<file path="src/design/fgw_pkg.sv">
// Shared types and constants for the face gradient wall correction pipeline.
// No dependencies; imported by every module of the block.
package fgw_pkg;

   localparam int FRAC_BITS_DEF = 16;
   localparam int DATA_W        = 32;
   localparam int NUM_W         = 96;   // widest dividend: 2^63 * 2^31
   localparam int DEN_W         = 64;
   localparam int QUO_W         = 41;   // quotient clamps at 2^40
   localparam int DIV_LAT       = QUO_W + 1;
   localparam int TERM_W        = QUO_W + 1;
   localparam int SUM_W         = TERM_W + 2;

   localparam logic [QUO_W-1:0] CLAMP_MAG = {1'b1, {(QUO_W-1){1'b0}}};

   typedef enum logic [1:0] {
      KIND_INTERIOR = 2'd0,
      KIND_WALL     = 2'd1,
      KIND_OTHER    = 2'd2,
      KIND_SPARE    = 2'd3
   } face_kind_type;

   localparam logic STAT_OK    = 1'b0;
   localparam logic STAT_DEGEN = 1'b1;

   // per-item data that rides alongside the dividers
   typedef struct packed {
      logic                     wall_ok;
      logic                     status;
      logic signed [DATA_W-1:0] res_x;
      logic signed [DATA_W-1:0] res_y;
      logic signed [DATA_W-1:0] g_x;
      logic signed [DATA_W-1:0] g_y;
      logic                     neg1_x;
      logic                     neg1_y;
      logic                     neg2_x;
      logic                     neg2_y;
   } fgw_side_type;

endpackage

</file>
<file path="src/design/fgw_back.sv">
// Back end: signs the quotients, forms g + q1 - q2 for usable walls, saturates, holds the result.
// Other items pass res_x/res_y through. Depends on fgw_pkg.
module fgw_back import fgw_pkg::*; (
   input  logic             clock,
   input  logic             reset,
   input  logic             advance,
   input  logic             in_valid,
   input  fgw_side_type     in_side,
   input  logic [QUO_W-1:0] q1_x,
   input  logic [QUO_W-1:0] q1_y,
   input  logic [QUO_W-1:0] q2_x,
   input  logic [QUO_W-1:0] q2_y,
   output logic             out_valid,
   output logic [DATA_W-1:0] out_x,
   output logic [DATA_W-1:0] out_y,
   output logic             out_status
);

   logic                     vb_ff;
   logic signed [TERM_W-1:0] t1_x_ff, t1_y_ff, t2_x_ff, t2_y_ff;
   fgw_side_type             side_ff;

   function automatic logic signed [TERM_W-1:0] apply_sign(logic [QUO_W-1:0] mag,
                                                           logic neg);
      logic signed [TERM_W-1:0] ext;
      ext = $signed({1'b0, mag});
      return neg ? -ext : ext;
   endfunction

   function automatic logic [DATA_W-1:0] sat_sum(logic signed [DATA_W-1:0] g,
                                                 logic signed [TERM_W-1:0] t1,
                                                 logic signed [TERM_W-1:0] t2);
      logic signed [SUM_W-1:0] s;
      s = SUM_W'(g) + SUM_W'(t1) - SUM_W'(t2);
      if (s > $signed(SUM_W'({1'b0, {(DATA_W-1){1'b1}}})))
         return {1'b0, {(DATA_W-1){1'b1}}};
      else if (s < -$signed(SUM_W'({1'b1, {(DATA_W-1){1'b0}}})))
         return {1'b1, {(DATA_W-1){1'b0}}};
      else
         return s[DATA_W-1:0];
   endfunction

   always_ff @(posedge clock) begin
      if (advance) begin
         t1_x_ff <= apply_sign(q1_x, in_side.neg1_x);
         t1_y_ff <= apply_sign(q1_y, in_side.neg1_y);
         t2_x_ff <= apply_sign(q2_x, in_side.neg2_x);
         t2_y_ff <= apply_sign(q2_y, in_side.neg2_y);
         side_ff <= in_side;
      end
   end

   logic [DATA_W-1:0] x_ff, y_ff;
   logic              st_ff, vo_ff;

   always_ff @(posedge clock) begin
      if (advance) begin
         x_ff  <= side_ff.wall_ok ? sat_sum(side_ff.g_x, t1_x_ff, t2_x_ff) : side_ff.res_x;
         y_ff  <= side_ff.wall_ok ? sat_sum(side_ff.g_y, t1_y_ff, t2_y_ff) : side_ff.res_y;
         st_ff <= side_ff.status;
      end
   end

   always_ff @(posedge clock) begin
      if (reset) begin
         vb_ff <= 1'b0;
         vo_ff <= 1'b0;
      end else if (advance) begin
         vb_ff <= in_valid;
         vo_ff <= vb_ff;
      end
   end

   assign out_valid  = vo_ff;
   assign out_x      = x_ff;
   assign out_y      = y_ff;
   assign out_status = st_ff;

endmodule

</file>
<file path="config.mk">
export PLATFORM = sky130hd
export DESIGN_NAME = fgw_back
export DESIGN_NICKNAME = d
export VERILOG_FILES = /design/src/design/fgw_pkg.sv /design/src/design/fgw_back.sv
export SDC_FILE = /design/constraint.sdc
export NUM_CORES = 1
export LEC_CHECK = 0
export ABC_AREA = 0
export BUFFER_PORTS_ARGS = -buffer_cell sky130_fd_sc_hd__buf_2
export CAP_MARGIN = 20
export CORE_UTILIZATION = 55
export CTS_BUF_LIST = sky130_fd_sc_hd__clkbuf_16
export DETAILED_ROUTE_END_ITERATION = 6
export GPL_TIMING_DRIVEN = 0
export PLACE_DENSITY = 0.78
export SLEW_MARGIN = 20
export SYNTH_ARGS = -nofsm -noshare
export SYNTH_HDL_FRONTEND = slang
export SYNTH_SLANG_ARGS = --single-unit
</file>
<file path="constraint.sdc">
create_clock -name clock -period 8.9 [get_ports clock]
set_input_delay 1.78 -clock clock [delete_from_list [all_inputs] [get_ports clock]]
set_output_delay 1.78 -clock clock [all_outputs]
set_load 0.01 [all_outputs]
</file>
# == Word-level counts from Yosys, hierarchy flattened ==
# Index checks and enable logic that the tools add are counted.
# totals
reg_bits,365
inputBits,302
# op_classes
add_sub_neg,8
order_cmp,4
muxes,10
# ops
cell,count
two-way mux 32 bit,6
negator 41 -> 42 bit,4
two-way mux 41 bit,4
"greater-than comparator 44 x 32 -> 1 bit, second input constant",2
"< comparator 44 x 32 -> 1 bit, second input constant",2
subtractor 43 x 42 -> 44 bit,2
adder 32 x 42 -> 43 bit,2

# == Longest topological paths before layout ==
# logic_depth
word_depth,6
mapped_depth,18
ltp_nobuf,16

# == Worst setup path before layout ==
# Ideal clock, no wire load.
# synth_timing
path_type,input-to-reg
from,input q1_y[13]
to,"register t1_y_ff[41], data pin"
setup_ps,259
arrival_time_ps,4596
required_ps,8641
setup_slack_ps,4046
stages,7
path_buffers,0
path_cell_list,or4_4 or4_1 or2_1 or4_1 or3_1 or4_1 o31a_1
# synth_via
elab_chain_cells,1
# synth_rtl
item,line_no,source
start: declaration,fgw_back.sv:10,"input logic [QUO_W-1:0] q1_y,"
negator 41 -> 42 bit,fgw_back.sv:27,return neg ? -ext : ext;
end signal: assignment,fgw_back.sv:46,"t1_y_ff <= apply_sign(q1_y, in_side.neg1_y);"
end: declaration,fgw_back.sv:20,"logic signed [TERM_W-1:0] t1_x_ff, t1_y_ff, t2_x_ff, t2_y_ff;"
# Every way passes these cells.
# A chain may end at the register's enable or synchronous reset.

# == Worst setup path after layout ==
# layout_timing
from,register t1_y_ff[8]
to,"register y_ff[9], in the netlist out_y[9], data pin"
# layout_via
elab_chain_cells,6
# layout_rtl
item,line_no,source
adder 32 x 42 -> 43 bit (*),fgw_back.sv:34,s = SUM_W'(g) + SUM_W'(t1) - SUM_W'(t2);
subtractor 43 x 42 -> 44 bit (*),fgw_back.sv:34,
< comparator 44 x 32 -> 1 bit,fgw_back.sv:37,"else if (s < -$signed(SUM_W'({1'b1, {(DATA_W-1){1'b0}}})))"
two-way mux 32 bit,fgw_back.sv:37,
two-way mux 32 bit (*),fgw_back.sv:35,"if (s > $signed(SUM_W'({1'b0, {(DATA_W-1){1'b1}}})))"
two-way mux 32 bit (*),fgw_back.sv:59,"y_ff <= side_ff.wall_ok ? sat_sum(side_ff.g_y, t1_y_ff, t2_y_ff) : side_ff.res_y;"
end signal: assignment,fgw_back.sv:59,
end: declaration,fgw_back.sv:53,"logic [DATA_W-1:0] x_ff, y_ff;"
# Mark *: on every way between the ends. The rest lies on a longest branch, timed or not.

==> results.ini <==
[placed_design]
hpwlAfterDp_um = 49300
globalplace.congestion = 1.02
dp_slack_ns = 3.47
numPortBuffers = 367

[synth]
synthAdderAreaFrac_pct = 12.1
synthSimpleGateAreaFrac_pct = 11.3
async_flop_share_pct = 0
synth_cells = 2209
avgSynthCellArea_um2 = 10.6
yosysMostFrequentCell = edfxtp_1
synth-compound-area-share_pct = 14.2
netlist.top_cell.by_area = edfxtp_1
synth_cell_types = 74
synth_warnings = 0
synth_ff_type = edfxtp_1
synth_area_mm2 = 0.0234
yosysSeqAreaShare_pct = 46.8
synth_top_area_share_pct = 46.7
muxShareOfSynthArea_pct = 0.263
ys_top_cells_by_count = edfxtp_1, inv_1, xnor2_1
syn_nets = 2687
synth-xor-area-share_pct = 8.48
synth_area_leaders = edfxtp_1, fa_1, xnor2_1
synth-seq-cells = 365
synth_edf_count = 363
synth_top_family_by_area = compound AO/OA/AOI/OAI gates

[sta]
worstMarginPinSlew_ns = 0.971
setup_viol = 0
skew_ns = 0.0305
slew_viol_final = 0
fmax_ghz = 0.185
hold_slack_ns = 0.430
finalHoldViolations = 0
layout_worst_path_cycle_share_pct = 60.8
timing.final.ws_setup_ns = 3.49
relSlewSlack_pct = 35.0
rsz0062_at_grt = no
min_period_ns = 5.41
tns_ns = 0

[clocking]
cts_made_buffers = 42
cts_tree = done
clk_latency_ns = 0.58
cts_root_buffer = clkbuf_16
htreeDepth = 2
cts_sinks = 365
clockBufferDepth = 3
ctsHoldBuffers = 0
clk_pin_slew_ns = 0.06
cts_setup_buffers = 0
cts-resized-gates = 0

[drt]
first_pass_iters = 6
vias_per_cell = 5.75
drc = 0
drt-initial-drc-count = 1709
wl_per_cell_um = 19.6
drt_wl_total_um = 63000
postRouteAntennaNets = 0
vias = 18400

[setup_path]
worstPathRequired_ns = 9.19
crit_fanout = 10
r2r_setup_slack_ns = 3.49
endpoint_kind = flop
path_class = reg2reg
reg2regPathDepth = 16
r2r-start = t1_y_ff[8]$_DFFE_PP_
start_kind = flop
cp.arrival_ns = 5.71
worstReg2RegEnd = out_y[9]$_DFFE_PP_

[pwr]
vdd_drop_max_v = 0.000143
power_uw = 6470
cellLeakagePower_uw = 0.0114
power.density_mw_per_mm2 = 238

[floorplanning]
ios = 368
row_count = 75
die_x_um = 208
coreArea_mm2 = 0.0419
die_h_um = 208
start_util_pct = 55.7
die_area_mm2 = 0.0433

[hold_path]
whs_path_depth = 0
whs_endpoint = out_status$_DFFE_PP_
hp-class = reg2reg
hold_start = side_ff[132]$_DFFE_PP_

[run_status]
status = completed

[global_routing]
grt.total_usage_pct = 28.7
overflow = 0
grt_pass1_wl_um = 96700
grt_pass1_vias = 18300
grt_max_degree = 103
grt_antenna_before_repair = 9

[final_layout]
area_delta_synth_final_pct = 16.7
final_util_pct = 65.0
nets = 3101
drive_gt1_share_pct = 17.8

[flow_run]
max_cap_violations = 0

==> per-stage QoR <==
| stage | cell area (um2) | instances |
|---|---|---|
| after detailed placement | 26000 | 3118 |
| final | 27200 | 3206 |
| after global placement | 25900 | 3115 |
| after CTS | 27200 | 3193 |
| after floorplan | 23400 | 2209 |
| after global routing | 27200 | 3195 |
==> cells in the final DEF (no fill, tap or decap), types with 13 or more instances in the layout <==
cell type  Yosys  final
a21o_1        38     38
a21oi_1      122    122
a31oi_1       15     15
and3_1        13     13
buf_2          3    369
clkbuf_1      73     73
clkbuf_16      0     42
diode_2        0     13
edfxtp_1     363    363
fa_1          84     84
ha_1          92     92
inv_1        335    342
nand2_1      131    131
nand2b_1      14     14
nand3_1       34     34
nand4_1       22     22
nor2_1       115    115
nor3_1        67     67
nor4_1        19     19
o211ai_1      13     13
o21ai_0      104    104
o21bai_1      14     14
o2bb2ai_1     33     33
o31ai_1       47     47
o41ai_1       24     24
or3_1         21     21
or4_1         28     28
xnor2_1      185    185
xor2_1        41     41
==> sequential cells by signal, summed over array words and instances (netlist names) <==
name	flops
t2_y_ff	42
out_status	1
out_y	32
side_ff	130
vb_ff	1
t1_y_ff	42
t2_x_ff	42
t1_x_ff	42
out_valid	1
out_x	32
==> worst max path at each step <==
stage	start	to	depth (start not counted)
2_1_floorplan	q1_y[13]	t1_y_ff[41]$_SDFFCE_PN0P_	7
3_3_place_gp	advance	t1_x_ff[8]$_DFFE_PP_	1
3_5_place_dp	q1_y[5]	t1_y_ff[41]$_SDFFCE_PN0P_	10
4_1_cts	t2_x_ff[14]$_DFFE_PP_	out_x[26]$_DFFE_PP_	17
5_1_grt	side_ff[67]$_DFFE_PP_	out_x[25]$_DFFE_PP_	18
6_report	t1_y_ff[8]$_DFFE_PP_	out_y[9]$_DFFE_PP_	16
==> layer usage <==
layer	vias to the layer above	global-route usage [%]	routed length [um]	part of all wire (%)
li1	8687	-	-	-
met1	8774	35.6	25000	40
met2	812	49.5	30700	49
met3	154	4.53	4630	7.4
met4	8	13.2	2650	4.2
met5	-	0	49	0.078
==> layout make-up <==
class,instances,area (um2)
Tap cell,539,674
Clock buffer,42,1050
Buffer,80,312
Clock inverter,33,206
Fill cell,3252,14700
Sequential cell,365,10900
Antenna cell,13,32.5
Inverter,336,1260
Timing Repair Buffer,370,1930
Multi-Input combinational cell,1428,10800
==> kinds of logic (layout without fill, tap and decap cells) <==
group / count (synthesis) / after routing
AND/OR/NAND/NOR: 523 / 523
AO/OA/AOI/OAI: 497 / 497
buffers and inverters: 416 / 861
flip-flops: 365 / 365
XOR/XNOR: 226 / 226
adder cells (fa/ha/maj): 176 / 176
multiplexers: 6 / 6
other: 0 / 13
==> worst max-delay path, stage by stage, from the launching register on <==
cell	delay, ns
edfxtp_1	0.33
inv_1	0.06
fa_1	0.53
inv_1	0.04
ha_1	0.27
clkbuf_1	0.26
nand4_1	0.19
nor3_1	0.26
o21ai_0	0.22
a311oi_1	0.69
a21oi_1	0.31
o311a_1	0.47
xor2_1	0.19
nor2_1	0.08
a31oi_1	0.62
clkbuf_1	0.43
o2bb2ai_1	0.19
==> power by group <==
part / total, uW / internal (uW) / switching (uW)
clock network: 1600 / 890 / 707
registers: 2220 / 2140 / 76.1
logic: 2660 / 982 / 1670
Power figures use the tool's default switching activity.
